**config.mk**
```make
export PLATFORM = sky130hd
export DESIGN_NAME = asc_back_flat
export DESIGN_NICKNAME = d
export VERILOG_FILES = /design/src/asc_pkg.sv /design/src/asc_out_if.sv /design/src/asc_back.sv /design/src/flat_wrapper.sv
export SDC_FILE = /design/constraint.sdc
export NUM_CORES = 2
export LEC_CHECK = 0
export ABC_AREA = 1
export BUFFER_PORTS_ARGS = -buffer_cell sky130_fd_sc_hd__buf_4
export CELL_PAD_IN_SITES_DETAIL_PLACEMENT = 1
export CELL_PAD_IN_SITES_GLOBAL_PLACEMENT = 2
export CORE_AREA = 2 2 381 383
export CTS_BUF_LIST = sky130_fd_sc_hd__clkbuf_8 sky130_fd_sc_hd__clkbuf_16
export CTS_CLUSTER_DIAMETER = 100
export DETAILED_ROUTE_END_ITERATION = 8
export DIE_AREA = 0 0 383 385
export GPL_TIMING_DRIVEN = 0
export PLACE_DENSITY_LB_ADDON = 0.1
export SYNTH_ARGS = -nofsm -noshare
export SYNTH_HDL_FRONTEND = slang
export SYNTH_SLANG_ARGS = --single-unit
```
**constraint.sdc**
```tcl
create_clock -name clk -period 13.33 [get_ports clk]
set_input_delay 2.666 -clock clk [delete_from_list [all_inputs] [get_ports clk]]
set_output_delay 2.666 -clock clk [all_outputs]
set_load 0.01 [all_outputs]
```
**src/asc_pkg.sv**
```systemverilog
// Shared types, constants and elaboration-time functions for the step-size controller.
package asc_pkg;

  localparam int unsigned SUM_W = 44;
  localparam int unsigned SQ_W = 32;
  localparam int unsigned LOG_W = 22;
  localparam int unsigned ACC_W = 26;
  localparam int unsigned MANT_W = 31;
  localparam int unsigned FRAC_N = 16;

  localparam logic [15:0] MIN_S_Q14 = 16'd6554;
  localparam logic [15:0] MAX_S_Q14 = 16'd40960;
  localparam logic [15:0] ONE_Q14 = 16'd16384;

  typedef enum logic [1:0] {
    DEC_SHRINK = 2'd0,
    DEC_KEEP   = 2'd1,
    DEC_GROW   = 2'd2
  } decision_t;

  typedef enum logic [2:0] {
    CFG_SAFETY    = 3'd0,
    CFG_ORDER     = 3'd1,
    CFG_TOLERANCE = 3'd2,
    CFG_INC_THR   = 3'd3,
    CFG_DEC_THR   = 3'd4
  } cfg_idx_t;

  typedef struct packed {
    logic [15:0] safety_factor;
    logic [3:0]  error_order;
    logic [31:0] relative_tolerance;
    logic [15:0] increment_threshold;
    logic [13:0] decrement_threshold;
  } cfg_t;

  typedef struct packed {
    logic [SUM_W-1:0] err_sum;
    logic [SUM_W-1:0] sol_sum;
  } sums_t;

  function automatic logic [63:0] isqrt64(input logic [63:0] n_in);
    logic [63:0] n;
    logic [63:0] r;
    logic [63:0] b;
    n = n_in;
    r = 64'd0;
    b = 64'd1 << 62;
    for (int i = 0; i < 32; i++) begin
      if (n >= r + b) begin
        n = n - (r + b);
        r = (r >> 1) + b;
      end else begin
        r = r >> 1;
      end
      b = b >> 2;
    end
    return r;
  endfunction

  // Factor 2^(2^-k) in Q1.30 for k = 1..16.
  function automatic logic [MANT_W-1:0] exp2_coef(input int k);
    logic [63:0] c;
    c = isqrt64(64'd2 << 60);
    for (int j = 1; j < 17; j++) begin
      if (j < k) begin
        c = isqrt64(c << 30);
      end
    end
    return c[MANT_W-1:0];
  endfunction

endpackage

```
**src/asc_out_if.sv**
```systemverilog
// Result channel.
interface asc_out_if;
  logic        valid;
  logic        ready;
  logic [15:0] scale_factor;
  logic [1:0]  decision;
  modport source(output valid, scale_factor, decision, input ready);
  modport sink(input valid, scale_factor, decision, output ready);
endinterface

```
**src/asc_back.sv**
```systemverilog
// Back end: log2, serial divide, exp2 and clamping per vector, with output register.
module asc_back (
  input  logic           clk,
  input  logic           rst_n,
  input  asc_pkg::cfg_t  cfg,
  input  logic           q_empty,
  input  asc_pkg::sums_t head,
  output logic           pop,
  asc_out_if.source      out_ch
);

  typedef enum logic [3:0] {
    S_IDLE, S_CHK, S_LOGI, S_LOGS, S_DIVI, S_DIVS, S_EXPI, S_EXPS, S_SHF, S_FIN
  } state_t;

  state_t                       state_r;
  logic [asc_pkg::SUM_W-1:0]    e_r, y_r;
  logic                         ezero_r;
  logic [1:0]                   idx_r;
  logic [4:0]                   cnt_r;
  logic [5:0]                   p_r;
  logic [asc_pkg::MANT_W-1:0]   m_r;
  logic [15:0]                  frac_r;
  logic signed [asc_pkg::ACC_W-1:0] lacc_r, l_r;
  logic [asc_pkg::LOG_W-1:0]    ls_r;
  logic [24:0]                  mag_r, quo_r;
  logic [4:0]                   rem_r;
  logic                         neg_r;
  logic [31:0]                  s30_r;
  logic                         out_v_r;
  logic [15:0]                  out_sf_r;
  logic [1:0]                   out_dec_r;

  logic [asc_pkg::MANT_W-1:0]   coef [16];
  logic [asc_pkg::MANT_W-1:0]   mul_a, mul_b;
  logic [2*asc_pkg::MANT_W-1:0] prod;
  logic [asc_pkg::SUM_W-1:0]    op;
  logic [5:0]                   msb;
  logic [asc_pkg::SUM_W-1:0]    norm;
  logic [31:0]                  sq;
  logic [asc_pkg::LOG_W-1:0]    lval;
  logic signed [asc_pkg::ACC_W-1:0] n_val, fd, l_nxt;
  logic [4:0]                   dvs;
  logic [5:0]                   rem_sh;
  logic signed [9:0]            ip;
  logic [32:0]                  v_lo, v_hi;
  logic [15:0]                  res;

  for (genvar g = 0; g < 16; g++) begin : g_coef
    assign coef[g] = asc_pkg::exp2_coef(g + 1);
  end

  assign mul_a = (state_r == S_EXPS) ? m_r : m_r;
  assign mul_b = (state_r == S_EXPS) ? coef[cnt_r[3:0]] : m_r;
  assign prod = mul_a * mul_b;

  always_comb begin
    case (idx_r)
      2'd0: op = {12'd0, cfg.relative_tolerance};
      2'd1: op = y_r;
      2'd2: op = e_r;
      default: op = {28'd0, cfg.safety_factor};
    endcase
  end

  always_comb begin
    msb = 6'd0;
    for (int i = 0; i < asc_pkg::SUM_W; i++) begin
      if (op[i]) msb = 6'(i);
    end
  end

  assign norm = (msb <= 6'd30) ? (op << (6'd30 - msb)) : (op >> (msb - 6'd30));
  assign sq = prod[61:30];
  assign lval = {p_r, frac_r};

  assign n_val = lacc_r - 26'sd4194304;
  assign dvs = (cfg.error_order == 4'd0) ? 5'd2 : {cfg.error_order, 1'b0};
  assign rem_sh = {rem_r, mag_r[24]};
  assign fd = neg_r ? -$signed({1'b0, quo_r} + {25'd0, (rem_r != 5'd0)})
                    : $signed({1'b0, quo_r});
  assign l_nxt = fd + $signed({4'd0, ls_r}) - 26'sd1048576;
  assign ip = l_r[25:16];

  always_comb begin
    v_lo = {1'b0, s30_r};
    if (v_lo < {1'b0, asc_pkg::MIN_S_Q14, 16'd0}) v_lo = {1'b0, asc_pkg::MIN_S_Q14, 16'd0};
    if (v_lo > {3'd0, cfg.decrement_threshold, 16'd0}) v_lo = {3'd0, cfg.decrement_threshold, 16'd0};
    v_hi = {1'b0, s30_r};
    if (v_hi > {1'b0, asc_pkg::MAX_S_Q14, 16'd0}) v_hi = {1'b0, asc_pkg::MAX_S_Q14, 16'd0};
    if (ezero_r) begin
      res = asc_pkg::MIN_S_Q14;
    end else if (s30_r < 32'h4000_0000) begin
      res = v_lo[31:16];
    end else if (v_hi < {1'b0, cfg.increment_threshold, 16'd0}) begin
      res = asc_pkg::ONE_Q14;
    end else begin
      res = v_hi[31:16];
    end
  end

  assign pop = (state_r == S_IDLE) && !q_empty && !out_v_r;

  assign out_ch.valid = out_v_r;
  assign out_ch.scale_factor = out_sf_r;
  assign out_ch.decision = out_dec_r;

  always_ff @(posedge clk) begin
    if (!rst_n) begin
      state_r <= S_IDLE;
      out_v_r <= 1'b0;
    end else begin
      if (out_v_r && out_ch.ready) out_v_r <= 1'b0;
      case (state_r)
        S_IDLE: begin
          if (pop) begin
            e_r <= head.err_sum;
            y_r <= head.sol_sum;
            state_r <= S_CHK;
          end
        end
        S_CHK: begin
          ezero_r <= (e_r == '0);
          s30_r <= '0;
          idx_r <= 2'd0;
          lacc_r <= '0;
          if (e_r == '0 || y_r == '0 || cfg.relative_tolerance == '0 ||
              cfg.safety_factor == '0) begin
            state_r <= S_FIN;
          end else begin
            state_r <= S_LOGI;
          end
        end
        S_LOGI: begin
          p_r <= msb;
          m_r <= norm[asc_pkg::MANT_W-1:0];
          frac_r <= '0;
          cnt_r <= '0;
          state_r <= S_LOGS;
        end
        S_LOGS: begin
          if (sq[31]) m_r <= sq[31:1];
          else m_r <= sq[30:0];
          frac_r <= {frac_r[14:0], sq[31]};
          cnt_r <= cnt_r + 5'd1;
          if (cnt_r == 5'd16) begin
            cnt_r <= '0;
            m_r <= m_r;
            frac_r <= frac_r;
            case (idx_r)
              2'd0: lacc_r <= lacc_r + $signed({3'd0, lval, 1'b0});
              2'd1: lacc_r <= lacc_r + $signed({4'd0, lval});
              2'd2: lacc_r <= lacc_r - $signed({4'd0, lval});
              default: ls_r <= lval;
            endcase
            idx_r <= idx_r + 2'd1;
            state_r <= (idx_r == 2'd3) ? S_DIVI : S_LOGI;
          end
        end
        S_DIVI: begin
          neg_r <= n_val[25];
          mag_r <= n_val[25] ? 25'(-n_val) : n_val[24:0];
          quo_r <= '0;
          rem_r <= '0;
          cnt_r <= '0;
          state_r <= S_DIVS;
        end
        S_DIVS: begin
          if (rem_sh >= {1'b0, dvs}) begin
            rem_r <= 5'(rem_sh - {1'b0, dvs});
            quo_r <= {quo_r[23:0], 1'b1};
          end else begin
            rem_r <= rem_sh[4:0];
            quo_r <= {quo_r[23:0], 1'b0};
          end
          mag_r <= {mag_r[23:0], 1'b0};
          cnt_r <= cnt_r + 5'd1;
          if (cnt_r == 5'd24) state_r <= S_EXPI;
        end
        S_EXPI: begin
          l_r <= l_nxt;
          m_r <= 31'd1 << 30;
          cnt_r <= '0;
          state_r <= S_EXPS;
        end
        S_EXPS: begin
          if (!ip[9] && ip >= 10'sd2) begin
            s30_r <= {asc_pkg::MAX_S_Q14, 16'd0};
            state_r <= S_FIN;
          end else if (ip < -10'sd40) begin
            s30_r <= '0;
            state_r <= S_FIN;
          end else begin
            if (l_r[4'd15 - cnt_r[3:0]]) m_r <= prod[60:30];
            cnt_r <= cnt_r + 5'd1;
            if (cnt_r == 5'd15) state_r <= S_SHF;
          end
        end
        S_SHF: begin
          if (ip[9]) s30_r <= {1'b0, m_r} >> 6'(-ip);
          else s30_r <= {1'b0, m_r} << ip[0];
          state_r <= S_FIN;
        end
        S_FIN: begin
          out_v_r <= 1'b1;
          out_sf_r <= res;
          if (res < asc_pkg::ONE_Q14) out_dec_r <= asc_pkg::DEC_SHRINK;
          else if (res == asc_pkg::ONE_Q14) out_dec_r <= asc_pkg::DEC_KEEP;
          else out_dec_r <= asc_pkg::DEC_GROW;
          state_r <= S_IDLE;
        end
        default: state_r <= S_IDLE;
      endcase
    end
  end

endmodule

```
**src/flat_wrapper.sv**
```systemverilog
// flat-port wrapper written by rule: the top's interface ports become plain ports
module asc_back_flat 
  (clk, rst_n, cfg, q_empty, head, pop, out_ch_valid, out_ch_scale_factor, out_ch_decision, out_ch_ready);
  asc_out_if out_ch_i ();
  input  logic clk;
  input  logic rst_n;
  input  asc_pkg::cfg_t cfg;
  input  logic q_empty;
  input  asc_pkg::sums_t head;
  output logic pop;
  output wire logic [$bits(out_ch_i.valid)-1:0] out_ch_valid;
  output wire logic [$bits(out_ch_i.scale_factor)-1:0] out_ch_scale_factor;
  output wire logic [$bits(out_ch_i.decision)-1:0] out_ch_decision;
  input wire logic [$bits(out_ch_i.ready)-1:0] out_ch_ready;
  assign out_ch_valid = out_ch_i.valid;
  assign out_ch_scale_factor = out_ch_i.scale_factor;
  assign out_ch_decision = out_ch_i.decision;
  assign out_ch_i.ready = out_ch_ready;
  asc_back u_core (.clk(clk), .rst_n(rst_n), .cfg(cfg), .q_empty(q_empty), .head(head), .pop(pop), .out_ch(out_ch_i));
endmodule
```
==> results.md <==
* Vias in the first global route at 55.5k
* Top-count cell post-synth: nand2_1
* Status: completed
* Io pins at just under 200
* DP HPWL at ~210000 um
* Final max-slew violation count at 0
* Max incr delay on CP at around 1.1 ns
* Die W at 383 um
* Initial Utilization at 0.398
* CP startpoint kind: register
* Fin crit period at between 10 and 15 ns
* Initial DRC count at 3337
* CTS sink count at roughly 330
* Drt pass-1 iters at 6
* GRT overflow at 0
* CP required at between 10 and 15 ns
* Number of vias per cell at 5.43
* Post-Synthesis Cells at 7230
* Commonest cells post-synth: nand2_1, inv_1, fa_1
* Clock Latency Late Sink at 0.67 ns
* # H-tree levels at 2
* Final period util at 0.995
* Initial antenna violation count at 8
* Die ar. at roughly 150000 um2
* Syn-to-layout area delta at 10.2%
* Share of cells above drive strength 1 at 0.0536
* Clock transition at path regs at 0.06 ns
* Total CTS buffers at 46
* Worst path arrival time at ~14 ns
* Worst setup margin at ~0.065 ns
* Pre-CTS setup slack at -1.26 ns
* Core Box Area at about 140000 um2
* Gpl congestion at roughly 0.95
* Slowest CP cell: clkbuf_1
* Pin count of the biggest net entering global routing at 20
* First-pass GRT wire length at between 300000 and 400000 um
* Synth top area share at 0.295
* R2R setup slack at between 0.06 and 0.07 ns
* Row count at ~140
* Maximum clock insertion buffer count at 3
* Fin. Hold Viols at 0
* Synth Flop Type: edfxtp_1
* Max Clock Skew at around 0.054 ns
* #FFs+latches synth at about 330
* RSZ-0062 raised after global routing: no
* Fraction of registers with async set/reset at 0
* Clock tree root buffer cell: clkbuf_16
* Max cap viols at 0
* Die H at approximately 390 um
* WL final at 241000 um
* Nets at between 8k and 9k
* Util after Layout at 0.439
* Via count at around 50k
* Rel. slew slack at 0.00808
* Syn Area/Cell at between 7 and 8 um2
* Min-delay worst type: register to register
* Crit path kind: register to register
* Post-route ant nets at 0
* Routed length per instance at around 25 um
* # hold bufs at CTS at 0
* Yosys warning total at 0
* Final setup fails at 0
* Mapped Area at 57000 um2
* Top cells by area, synth: fa_1, edfxtp_1, nand2_1, ha_1, inv_1
* Yosys top cell by area: fa_1
* Fmax at 0.0754 GHz
* Most numerous cell on the critical path: fa_1
* Syn_nets at around 8.7k
* Drt drc at 0
* Post-synth EDFFs at 329
* Total GRT Usage at 0.329
* Slew @ Worst Pin at about 1.5 ns
* Worst Setup End Kind: register
* Highest fanout seen on the critical path at 10
* CTS tree: yes
* Seq/Total Area, Yosys at 0.175
* Port bufs at around 190
* Count of different cell masters after synthesis at between 60 and 70
cells by family after synthesis:
family / Yosys count / share of synthesized area
AO/OA/AOI/OAI: 794 / 0.0810
XOR/XNOR: 157 / 0.0248
adder cells (fa/ha/maj): 1267 / 0.389
buffers and inverters: 1725 / 0.115
flip-flops: 334 / 0.175
multiplexers: 9 / 0.00158
AND/OR/NAND/NOR: 2944 / 0.213
critical path: cells and delay by family, from the launching register on:
kind / cells / cell delay (ns)
and+or+nand+nor: 8 / 2.31
buffers and inverters: 9 / 3.40
DFF: 1 / 0.34
AOI/OAI and AO/OA: 5 / 2.29
adders and majority gates: 9 / 4.34
xor gates and xnor gates: 1 / 0.20
final cells by class:
cell class / instances / area, um2
Buffer: 349 / 1430
Multi-Input combinational cell: 5171 / 40500
Antenna cell: 2 / 5.00
Fill cell: 17600 / 80300
Inverter: 1374 / 5160
Sequential cell: 334 / 9980
Timing Repair Buffer: 222 / 1740
Tap cell: 1903 / 2380
Clock buffer: 46 / 1150
Clock inverter: 37 / 403
cells in the final DEF, fill, tap and decap left out, types with 7 or more instances in the layout:
cell,instances
clkbuf_16,46
a221oi_1,7
nor2_1,564
a31oi_1,25
a211oi_1,23
nor4_1,51
a21o_1,10
o21ai_0,252
o221ai_1,11
clkinv_1,16
o21a_1,13
mux2i_1,9
buf_1,36
o21bai_1,11
or2_2,17
nand4_1,31
o31ai_1,11
clkbuf_1,266
inv_2,14
nand3_1,530
nor3_1,65
xnor2_1,57
buf_6,12
a21oi_1,290
clkinv_2,8
a22o_1,22
ha_1,427
xor2_1,98
o211ai_1,43
inv_1,1355
edfxtp_1,329
nand2_1,1652
buf_2,24
buf_4,220
o22ai_1,26
fa_1,840
state kept, by name, indices dropped and copies added (netlist names), 22 cells and up:
signal         flops
u_core.lacc_r     26
u_core.quo_r      25
u_core.s30_r      32
u_core.ls_r       22
u_core.l_r        26
u_core.m_r        31
u_core.mag_r      25
u_core.y_r        44
u_core.e_r        44
repair_timing:
item,in CTS,in global routing
endpoints found under the hold margin,0,0
setup buffers,0,0
gates resized for setup,10,10
endpoints found under the setup margin,31,14
layer usage:
metal,wire [um],GRT usage,vias to the layer above
met5,75,0,-
met4,15800,0.180,10
met3,11800,0.0438,433
met2,116000,0.562,1409
met1,97200,0.402,26200
li1,-,-,23200
path summary, 6_finish.rpt:
check | start | end | cells past startpoint
setup / recovery | u_core.m_r[26]$_DFFE_PP_ | u_core.m_r[12]$_DFFE_PP_ | 32
hold / removal | u_core.state_r[2]$_SDFFE_PN0P_ | u_core.state_r[2]$_SDFFE_PN0P_ | 2
setup reg to reg | u_core.m_r[26]$_DFFE_PP_ | u_core.m_r[12]$_DFFE_PP_ | 32
hold reg to reg | u_core.state_r[2]$_SDFFE_PN0P_ | u_core.state_r[2]$_SDFFE_PN0P_ | 2
metrics by stage:
| step | TNS (ns) | std cells | hold WS [ns] | cell area, um2 |
|---|---|---|---|---|
| 2_1_floorplan | 0 | 7230 | 0.458 | 57000 |
| 3_3_place_gp | -205.37 | 9326 | 0.471 | 60800 |
| 3_5_place_dp | -16.27 | 9354 | 0.480 | 61200 |
| 4_1_cts | 0 | 9436 | 0.489 | 62700 |
| 5_1_grt | 0 | 9437 | 0.534 | 62800 |
| 6_report | 0 | 9438 | 0.486 | 62800 |
Power is left out: the tool's default activity adds up to more than one toggle a clock period on the data nets, which glitch-free logic cannot reach.
