**src/asc_pkg.sv**
```systemverilog
// Shared types, constants and elaboration-time functions for the step-size controller.
package asc_pkg;

  localparam int unsigned SUM_W = 44;
  localparam int unsigned SQ_W = 32;
  localparam int unsigned LOG_W = 22;
  localparam int unsigned ACC_W = 26;
  localparam int unsigned MANT_W = 31;
  localparam int unsigned FRAC_N = 16;

  localparam logic [15:0] MIN_S_Q14 = 16'd6554;
  localparam logic [15:0] MAX_S_Q14 = 16'd40960;
  localparam logic [15:0] ONE_Q14 = 16'd16384;

  typedef enum logic [1:0] {
    DEC_SHRINK = 2'd0,
    DEC_KEEP   = 2'd1,
    DEC_GROW   = 2'd2
  } decision_t;

  typedef enum logic [2:0] {
    CFG_SAFETY    = 3'd0,
    CFG_ORDER     = 3'd1,
    CFG_TOLERANCE = 3'd2,
    CFG_INC_THR   = 3'd3,
    CFG_DEC_THR   = 3'd4
  } cfg_idx_t;

  typedef struct packed {
    logic [15:0] safety_factor;
    logic [3:0]  error_order;
    logic [31:0] relative_tolerance;
    logic [15:0] increment_threshold;
    logic [13:0] decrement_threshold;
  } cfg_t;

  typedef struct packed {
    logic [SUM_W-1:0] err_sum;
    logic [SUM_W-1:0] sol_sum;
  } sums_t;

  function automatic logic [63:0] isqrt64(input logic [63:0] n_in);
    logic [63:0] n;
    logic [63:0] r;
    logic [63:0] b;
    n = n_in;
    r = 64'd0;
    b = 64'd1 << 62;
    for (int i = 0; i < 32; i++) begin
      if (n >= r + b) begin
        n = n - (r + b);
        r = (r >> 1) + b;
      end else begin
        r = r >> 1;
      end
      b = b >> 2;
    end
    return r;
  endfunction

  // Factor 2^(2^-k) in Q1.30 for k = 1..16.
  function automatic logic [MANT_W-1:0] exp2_coef(input int k);
    logic [63:0] c;
    c = isqrt64(64'd2 << 60);
    for (int j = 1; j < 17; j++) begin
      if (j < k) begin
        c = isqrt64(c << 30);
      end
    end
    return c[MANT_W-1:0];
  endfunction

endpackage

```
**src/asc_queue.sv**
```systemverilog
// Two-entry queue of finished vector sums between front and back.
module asc_queue (
  input  logic           clk,
  input  logic           rst_n,
  input  logic           push,
  input  asc_pkg::sums_t push_data,
  output logic           full,
  input  logic           pop,
  output logic           empty,
  output asc_pkg::sums_t head
);

  asc_pkg::sums_t mem_r [2];
  logic           wp_r, rp_r;
  logic [1:0]     cnt_r;

  assign full = (cnt_r == 2'd2);
  assign empty = (cnt_r == 2'd0);
  assign head = mem_r[rp_r];

  always_ff @(posedge clk) begin
    if (!rst_n) begin
      wp_r <= 1'b0;
      rp_r <= 1'b0;
      cnt_r <= 2'd0;
    end else begin
      if (push) wp_r <= !wp_r;
      if (pop) rp_r <= !rp_r;
      if (push && !pop) cnt_r <= cnt_r + 2'd1;
      else if (pop && !push) cnt_r <= cnt_r - 2'd1;
    end
  end

  always_ff @(posedge clk) begin
    if (push) mem_r[wp_r] <= push_data;
  end

endmodule

```
**config.mk**
```make
export PLATFORM = sky130hd
export DESIGN_NAME = asc_queue
export DESIGN_NICKNAME = d
export VERILOG_FILES = /design/src/asc_pkg.sv /design/src/asc_queue.sv
export SDC_FILE = /design/constraint.sdc
export NUM_CORES = 1
export LEC_CHECK = 0
export ABC_CLOCK_PERIOD_IN_PS = 6000
export BUFFER_PORTS_ARGS = -buffer_cell sky130_fd_sc_hd__buf_2
export CORE_MARGIN = 10
export CORE_UTILIZATION = 47
export CTS_CLUSTER_DIAMETER = 50
export CTS_CLUSTER_SIZE = 14
export DETAILED_ROUTE_END_ITERATION = 10
export PLACE_DENSITY = 0.72
export SLEW_MARGIN = 0
export SYNTH_ARGS = -nofsm -noshare
export SYNTH_HDL_FRONTEND = slang
export SYNTH_SLANG_ARGS = --single-unit
```
**constraint.sdc**
```tcl
create_clock -name clk -period 6 [get_ports clk]
set_input_delay 0.9 -clock clk [delete_from_list [all_inputs] [get_ports clk]]
set_output_delay 0.9 -clock clk [all_outputs]
set_load 0.05 [all_outputs]
```
==> results.txt, run 1 <==
share of the synthesized area in the top cell type - 0.796
CORE AREA - 13900 µm²
port bufs - 181
Post-Syn Nets - 389
transition time of the tightest slew-check pin - 0.896 ns
Synth Warn # - 0
gate count of the mapped netlist - 296
fin crit period - 3.38 ns
die width - 139 µm
post-CTS setup buffer count - 0
Critical Path Start Type - flop
hold depth - 2
pwr dens - 370 nW/µm²
Slew Limit Headroom - 0.401
maximum VDD drop - 0.249 mV
Reg2Reg Launch Point - wp_r$_SDFFE_PN0P_
Mapped Area - 6640 µm²
Highest Clock Rate - 296 MHz
diodes inserted - 0
Reg2Reg Depth - 2
max cap viols - 0
Final period util - 0.564
Mean Syn Cell Area - 22.4 µm²
clk_lat worst skew - 0.42 ns
die height - 139 µm
antenna violations before repair - 1
Synth area leader - edfxtp_1
TritonCTS Buffers - 17
synth top area cells - edfxtp_1 80%, mux2_2 12%, mux2_4 4.5%
worst-path cell chain - buf_4 > mux2_2 > buf_2
Overall Global Routing Usage - 0.133
CP bufs+invs - 2
Fin. Hold Viols - 0
sequential area share after synthesis - 0.811
clk_skew - 0.00393 ns
placed cell area - 7730 µm²
drt drc - 0
placement row count - 43
first-pass GRT wire length - 20000 µm
drt via density - 4.87
CTS sink cnt - 181
vias in the first global route - 3638
largest net degree at the start of global routing - 60
fill count - 1024
CP max stage delay - 0.88 ns
Starting Density - 0.479
share of cells above drive strength 1 - 0.606
WHS Endpoint - cnt_r[1]$_SDFFE_PN0P_
FF/Latch Area - 5390 µm²
Area Overhead vs Synth - 25.7%
Clock transition at path regs - 0.06 ns
Max clock buf depth - 2
htree depth - 4
Boundary Pins - 182
post-CTS resize count - 0
CTS tree - built
crit path DAT - 2.48 ns
final setup violation count - 0
CP Max Fanout - 58
total routed wirelength - 12900 µm
RSZ-0062 raised after global routing - no
HP Class - reg2reg
cts hold-fix bufs - 0
RR Endpoint - mem_r[0][51]$_DFFE_PP_
wire length per cell - 18.8 µm
synthesized flop and latch total - 181
status - completed
Vias - 3321
setup_tns - 0 ns
synth unique cells - 17
GR Overflow Total - 0
Setup crit end kind - primary output
Final Wtd Congestion - 0.770
Worst Setup Path Type - reg2out
delay-heaviest family, CP - flip-flops
hpwl dp - 8990 µm
hold path start - cnt_r[1]$_SDFFE_PN0P_
CTS root buffer - clkbuf_16
die area - 19300 µm²
Final Instance Area - 8350 µm²
Pleak - 3.17 nW
drt first pass iters - 4
number of routed nets with antenna violations - 0
Pins Over Slew Limit - 0
area of the multi-input gates - 1190 µm²
Nets - 582
r2r setup slk - 3.76 ns
drt initial violations - 153
critical path's slowest cell - dfxtp_4
Data required, critical path - 5.10 ns
-- worst max path at each step --
| stage | endpoint | slack (ns) | cells past startpoint |
|---|---|---|---|
| global route | head[47] | 2.46 | 3 |
| finish | head[47] | 2.62 | 3 |
| floorplan | mem_r[0][0]$_DFFE_PP_ | 0.68 | 1 |
| CTS | head[47] | 2.53 | 3 |
| detailed placement | head[47] | 2.99 | 3 |
| global placement | head[33] | 3.04 | 3 |
-- Yosys cell counts --
library cell and number:
mux2_2 68, dfxtp_1 5, ha_1 1, a21boi_1 1, o21a_1 1, xnor2_1 1
mux2_4 20, or3_1 1, nor2b_1 3, edfxtp_1 176, buf_6 4, and2_1 4
buf_2 6, xor2_1 2, inv_1 1, nor2_1 1, o21ai_0 1
-- power by group --
| group | internal [mW] | switching (mW) |
|---|---|---|
| sequential | 1.46 | 0.0330 |
| combinational | 0.141 | 0.327 |
| clock | 0.693 | 0.434 |
| total | 2.29 | 0.794 |
-- sequential cells by signal (all words and copies together), names as in the netlist, named ones only --
signal and count:
wp_r 1, mem_r 176, cnt_r 2, rp_r 1
-- worst reg2reg max path, cell delays in order, from the launching register on --
cell     delay [ns]
dfxtp_1        0.34
nor2b_4        0.72
buf_4          0.75
-- per-layer routing --
metal  share of wire  wire length, µm  GRT usage
met5               0                0          0
met4           0.016              203     0.0533
met3           0.083             1070     0.0596
met2            0.51             6510      0.215
met1            0.39             5060      0.152
-- layout by cell type, fill, tap and decap left out, types with 2 or more instances in the layout --
cell type	instances
buf_2	181
edfxtp_1	176
mux2_2	68
mux2_4	20
clkbuf_16	17
clkinvlp_4	4
bufinv_16	4
dfxtp_1	4
and2_1	3
buf_4	3
xor2_1	2
nor2b_1	2
clkinv_2	2
clkinv_1	2
clkinv_4	2
-- through the flow --
stage / setup WS (ns) / total power, mW / utilization / hold WS [ns] / instances
2_1_floorplan: 0.683 / 1.88 / - / 0.466 / 296
3_3_place_gp: 3.04 / 1.99 / 0.557 / 0.478 / 650
3_5_place_dp: 2.99 / 2.00 / 0.557 / 0.498 / 650
4_1_cts: 2.53 / 3.12 / 0.601 / 0.524 / 682
5_1_grt: 2.46 / 3.19 / 0.601 / 0.556 / 682
6_report: 2.62 / 3.09 / 0.601 / 0.532 / 682
-- area by class of cell --
type,instances,share of cell area
clock buffer,18,0.0514
clock inverter,14,0.0222
inverter,1,0.000450
multi-input combinational,104,0.142
sequential,181,0.645
tap,180,0.0270
timing repair buffer,184,0.111
-- logic make-up (layout without fill, tap and decap cells) --
group           Yosys count  after routing  share of synthesized area
compound gates            3              3                    0.00301
xor+xnor                  3              3                    0.00396
fa+ha+maj                 1              1                    0.00188
buf+inv                  11            217                     0.0119
flops                   181            181                      0.811
mux                      88             88                      0.160
simple gates              9              9                    0.00810
Note: power is estimated with default switching activity, not from simulation.
==> run 2: changes to the inputs <==
--- a/config.mk
+++ b/config.mk
@@ -5,7 +5,7 @@
 export SDC_FILE = /design/constraint.sdc
 export NUM_CORES = 1
 export LEC_CHECK = 0
-export ABC_CLOCK_PERIOD_IN_PS = 6000
+export ABC_CLOCK_PERIOD_IN_PS = 3400
 export BUFFER_PORTS_ARGS = -buffer_cell sky130_fd_sc_hd__buf_2
 export CORE_MARGIN = 10
 export CORE_UTILIZATION = 47
==> constraint.sdc (replaced) <==
create_clock -name clk -period 3.4 [get_ports clk]
set_input_delay 0.51 -clock clk [delete_from_list [all_inputs] [get_ports clk]]
set_output_delay 0.51 -clock clk [all_outputs]
set_load 0.05 [all_outputs]
==> results.txt, run 2 (same netlist as run 1, synthesis figures left out) <==
metal2 WL - 6440 µm
htree depth - 4
TritonCTS Buffers - 17
Nets - 585
Largest regs - mem_r: 176 flops, cnt_r: 2 flops
total power - 5.45 mW
drt first pass iters - 6
Overall Global Routing Usage - 0.133
drt initial violations - 208
r2r setup slk - 1.74 ns
die height - 139 µm
maximum VDD drop - 0.350 mV
fill count - 1029
pwr dens - 651 nW/µm²
Starting Density - 0.479
Top Metal Used - met5
Reg2Reg Launch Point - wp_r$_SDFFE_PN0P_
Final Instance Area - 8380 µm²
share of cells above drive strength 1 - 0.606
CTS sink cnt - 181
vias in the first global route - 3630
total routed wirelength - 12900 µm
Biggest register - mem_r
Critical Path Start Type - flop
setup_tns - 0 ns
drt drc - 0
Final period util - 0.777
post-CTS setup buffer count - 0
wire length per cell - 18.8 µm
Pins Over Slew Limit - 0
CP Max Fanout - 39
Clock transition at path regs - 0.07 ns
Vias - 3323
cts hold-fix bufs - 0
Final Wtd Congestion - 0.780
Post-Place Worst Slack - 1.15 ns
most frequent cells in the layout - 181 x buf_2, 176 x edfxtp_1, 68 x mux2_2, 20 x mux2_4, 17 x clkbuf_16
antenna violations before repair - 2
RSZ-0062 raised after global routing - no
DR WL met3 - 1070 µm
Reg2Reg Depth - 2
Critical Path End - head[28]
clk_lat worst skew - 0.42 ns
GR Overflow Total - 0
Max clock buf depth - 2
clk_skew - 0.00458 ns
placement row count - 43
Worst Setup Path Type - reg2out
placed cell area - 7770 µm²
CORE AREA - 13900 µm²
HP Class - in2reg
fin crit period - 2.64 ns
Pleak - 3.19 nW
Fin. Hold Viols - 0
Min Hold Slack - 0.279 ns
Setup crit end kind - primary output
first-pass GRT wire length - 19700 µm
max cap viols - 0
Highest Clock Rate - 379 MHz
crit path DAT - 2.13 ns
final setup margin - 0.758 ns
largest net degree at the start of global routing - 48
hpwl dp - 9100 µm
commonest non-fill, non-tap cell in the layout - buf_2
status - completed
wire length on met1 - 5130 µm
die width - 139 µm
CTS root buffer - clkbuf_16
final setup violation count - 0
Area Overhead vs Synth - 26.2%
die area - 19300 µm²
Data required, critical path - 2.89 ns
hold path start - push_data[56]
drt via density - 4.85
CTS tree - built
post-CTS resize count - 0
Boundary Pins - 182
number of routed nets with antenna violations - 0
diodes inserted - 0
port bufs - 181
transition time of the tightest slew-check pin - 0.617 ns
RR Endpoint - mem_r[1][66]$_DFFE_PP_
Slew Limit Headroom - 0.589
max FFs per register - 176
[run 2: changes by cell type in the layout (fill, tap and decap cells not counted)]
| cell | previous run | this run |
|---|---|---|
| inv_6 | 0 | 1 |
| buf_12 | 0 | 1 |
| clkinv_1 | 2 | 3 |
| buf_4 | 3 | 5 |
| clkinv_4 | 2 | 1 |
| clkinv_2 | 2 | 1 |
[run 2: stage by stage]
stage | std cells | util
2_1_floorplan | 296 | -
3_3_place_gp | 653 | 0.560
3_5_place_dp | 653 | 0.560
4_1_cts | 685 | 0.604
5_1_grt | 685 | 0.604
6_report | 685 | 0.604
[run 2: layout make-up]
class,instances,area [µm²],share of cell area
flip-flops and latches,181,5390,0.643
multi-input cells,104,1190,0.142
repair buffers,187,963,0.115
clock buffers,18,429,0.0512
well taps,180,225,0.0269
clock inverters,14,184,0.0219
inverters,1,3.75,0.000448
[run 2: worst min path at each step]
stage | cells past startpoint | slack, ns | to
final | 1 | 0.28 | mem_r[1][56]$_DFFE_PP_
after floorplan | 2 | 0.47 | cnt_r[1]$_SDFFE_PN0P_
after global routing | 1 | 0.25 | mem_r[0][3]$_DFFE_PP_
after detailed placement | 2 | 0.50 | cnt_r[1]$_SDFFE_PN0P_
after global placement | 2 | 0.48 | cnt_r[1]$_SDFFE_PN0P_
after CTS | 1 | 0.25 | mem_r[1][85]$_DFFE_PP_
[run 2: report_power, final]
part / switching [mW] / internal (mW)
logic: 0.586 / 0.252
clock network: 0.768 / 1.22
registers: 0.0477 / 2.58
total: 1.40 / 4.05
[run 2: per-layer routing]
layer	GRT usage	vias to the layer above
met5	0	-
met4	0.0538	2
met3	0.0654	18
met2	0.216	124
met1	0.146	1610
li1	-	1569
[run 2: critical path: stages, from the launching register on]
cell     delay (ns)
dfxtp_4        0.69
buf_4          0.41
mux2_2         0.38
buf_2          0.21
==> run 3: changes to the inputs <==
--- a/config.mk
+++ b/config.mk
@@ -5,7 +5,7 @@
 export SDC_FILE = /design/constraint.sdc
 export NUM_CORES = 1
 export LEC_CHECK = 0
-export ABC_CLOCK_PERIOD_IN_PS = 3400
+export ABC_CLOCK_PERIOD_IN_PS = 2700
 export BUFFER_PORTS_ARGS = -buffer_cell sky130_fd_sc_hd__buf_2
 export CORE_MARGIN = 10
 export CORE_UTILIZATION = 47
==> constraint.sdc (replaced) <==
create_clock -name clk -period 2.7 [get_ports clk]
set_input_delay 0.405 -clock clk [delete_from_list [all_inputs] [get_ports clk]]
set_output_delay 0.405 -clock clk [all_outputs]
set_load 0.05 [all_outputs]
==> results.txt, run 3 (same netlist as run 1, synthesis figures left out) <==
Critical Path End - head[45]
Fin. Hold Viols - 0
P_int - 5.04 mW
die height - 139 µm
drt initial violations - 117
Slew Limit Headroom - 0.594
GR Overflow Total - 0
Data required, critical path - 2.30 ns
CORE AREA - 13900 µm²
antenna violations before repair - 3
placement row count - 43
Pins Over Slew Limit - 0
CP max stage delay - 0.50 ns
Worst Setup Path Type - reg2out
wire length per cell - 19.0 µm
Reg2Reg Depth - 2
Area Overhead vs Synth - 26.1%
Setup crit end kind - primary output
total routed wirelength - 13100 µm
Clk network pwr share - 0.356
commonest non-fill, non-tap cell in the layout - buf_2
Final Wtd Congestion - 0.769
fraction of power consumed by sequential logic - 0.484
transition time of the tightest slew-check pin - 0.609 ns
Overall Global Routing Usage - 0.135
post-CTS resize count - 0
placed cell area - 7780 µm²
pwr dens - 810 nW/µm²
setup_tns - 0 ns
htree depth - 4
Final period util - 0.864
vias in the first global route - 3742
status - completed
max cap viols - 0
Comb pwr share - 0.160
RR Endpoint - mem_r[1][49]$_DFFE_PP_
max FFs per register - 176
share of cells above drive strength 1 - 0.606
critical path's slowest cell - buf_4
hpwl dp - 9330 µm
maximum VDD drop - 0.425 mV
Critical Path Start Type - flop
fin crit period - 2.33 ns
final setup violation count - 0
Boundary Pins - 182
largest net degree at the start of global routing - 47
Largest regs - mem_r: 176 flops, cnt_r: 2 flops
Final Instance Area - 8380 µm²
worst-path cell chain - buf_4 > mux2_2 > buf_2
total power - 6.78 mW
Biggest register - mem_r
Net Sw Frac - 0.257
Vias - 3345
area of the multi-input gates - 1190 µm²
Pleak - 3.19 nW
cts hold-fix bufs - 0
CP Max Fanout - 46
CTS tree - built
CTS root buffer - clkbuf_16
FF/Latch Area - 5390 µm²
first-pass GRT wire length - 20200 µm
final core utilization - 0.603
die area - 19300 µm²
clk_lat worst skew - 0.41 ns
RSZ-0062 raised after global routing - no
crit path DAT - 1.93 ns
TritonCTS Buffers - 17
P_sw - 1.74 mW
CTS sink cnt - 181
Highest Clock Rate - 429 MHz
clk_skew - 0.00479 ns
die width - 139 µm
drt first pass iters - 4
most frequent cells in the layout - 181 x buf_2, 176 x edfxtp_1, 68 x mux2_2, 20 x mux2_4, 17 x clkbuf_16
r2r setup slk - 1.21 ns
drt drc - 0
fill count - 1074
Starting Density - 0.479
number of routed nets with antenna violations - 0
Clock transition at path regs - 0.06 ns
drt via density - 4.87
port bufs - 181
Nets - 585
Reg2Reg Launch Point - wp_r$_SDFFE_PN0P_
post-CTS setup buffer count - 0
HP Class - in2reg
Max clock buf depth - 2
-- run 3: worst min-delay path by stage --
stage	startpoint	to	slack, ns	cells past startpoint
after floorplan	cnt_r[1]$_SDFFE_PN0P_	cnt_r[1]$_SDFFE_PN0P_	0.47	2
after global placement	cnt_r[1]$_SDFFE_PN0P_	cnt_r[1]$_SDFFE_PN0P_	0.48	2
after detailed placement	cnt_r[1]$_SDFFE_PN0P_	cnt_r[1]$_SDFFE_PN0P_	0.50	2
after CTS	push_data[51]	mem_r[0][51]$_DFFE_PP_	0.16	1
after global routing	push_data[80]	mem_r[0][80]$_DFFE_PP_	0.15	1
final	push_data[43]	mem_r[0][43]$_DFFE_PP_	0.18	1
-- run 3: layout make-up --
type / instances / area share
flip-flops and latches: 181 / 0.643
multi-input cells: 104 / 0.142
repair buffers: 187 / 0.117
clock buffers: 22 / 0.0542
well taps: 180 / 0.0269
clock inverters: 10 / 0.0160
diodes: 2 / 0.000598
inverters: 1 / 0.000448
-- run 3: critical path, delay by kind of cell (launching register included) --
| family | cells | cell delay (ns) |
|---|---|---|
| mux | 1 | 0.42 |
| flops | 1 | 0.36 |
| buf+inv | 2 | 0.72 |
-- run 3: metal layers --
metal	share of wire	wire [µm]	track usage
met1	0.39	5050	0.146
met2	0.50	6570	0.221
met3	0.089	1160	0.0637
met4	0.021	274	0.0577
met5	0.00054	7	0
-- run 3: power by group through the flow --
stage / Sequential (mW) / Clock, mW / Combinational, mW
floorplan: 3.33 / 0 / 0.829
global placement: 3.33 / 0 / 1.09
detailed placement: 3.35 / 0 / 1.10
CTS: 3.29 / 2.47 / 1.10
global route: 3.30 / 2.59 / 1.14
finish: 3.28 / 2.41 / 1.09
-- run 3: per-stage QoR --
stage | setup slack, ns | cells | hold slack (ns)
final | 0.368 | 687 | 0.176
after detailed placement | 0.775 | 653 | 0.505
after CTS | 0.321 | 685 | 0.155
after floorplan | 0.524 | 296 | 0.466
after global placement | 0.780 | 653 | 0.476
after global routing | 0.290 | 686 | 0.153
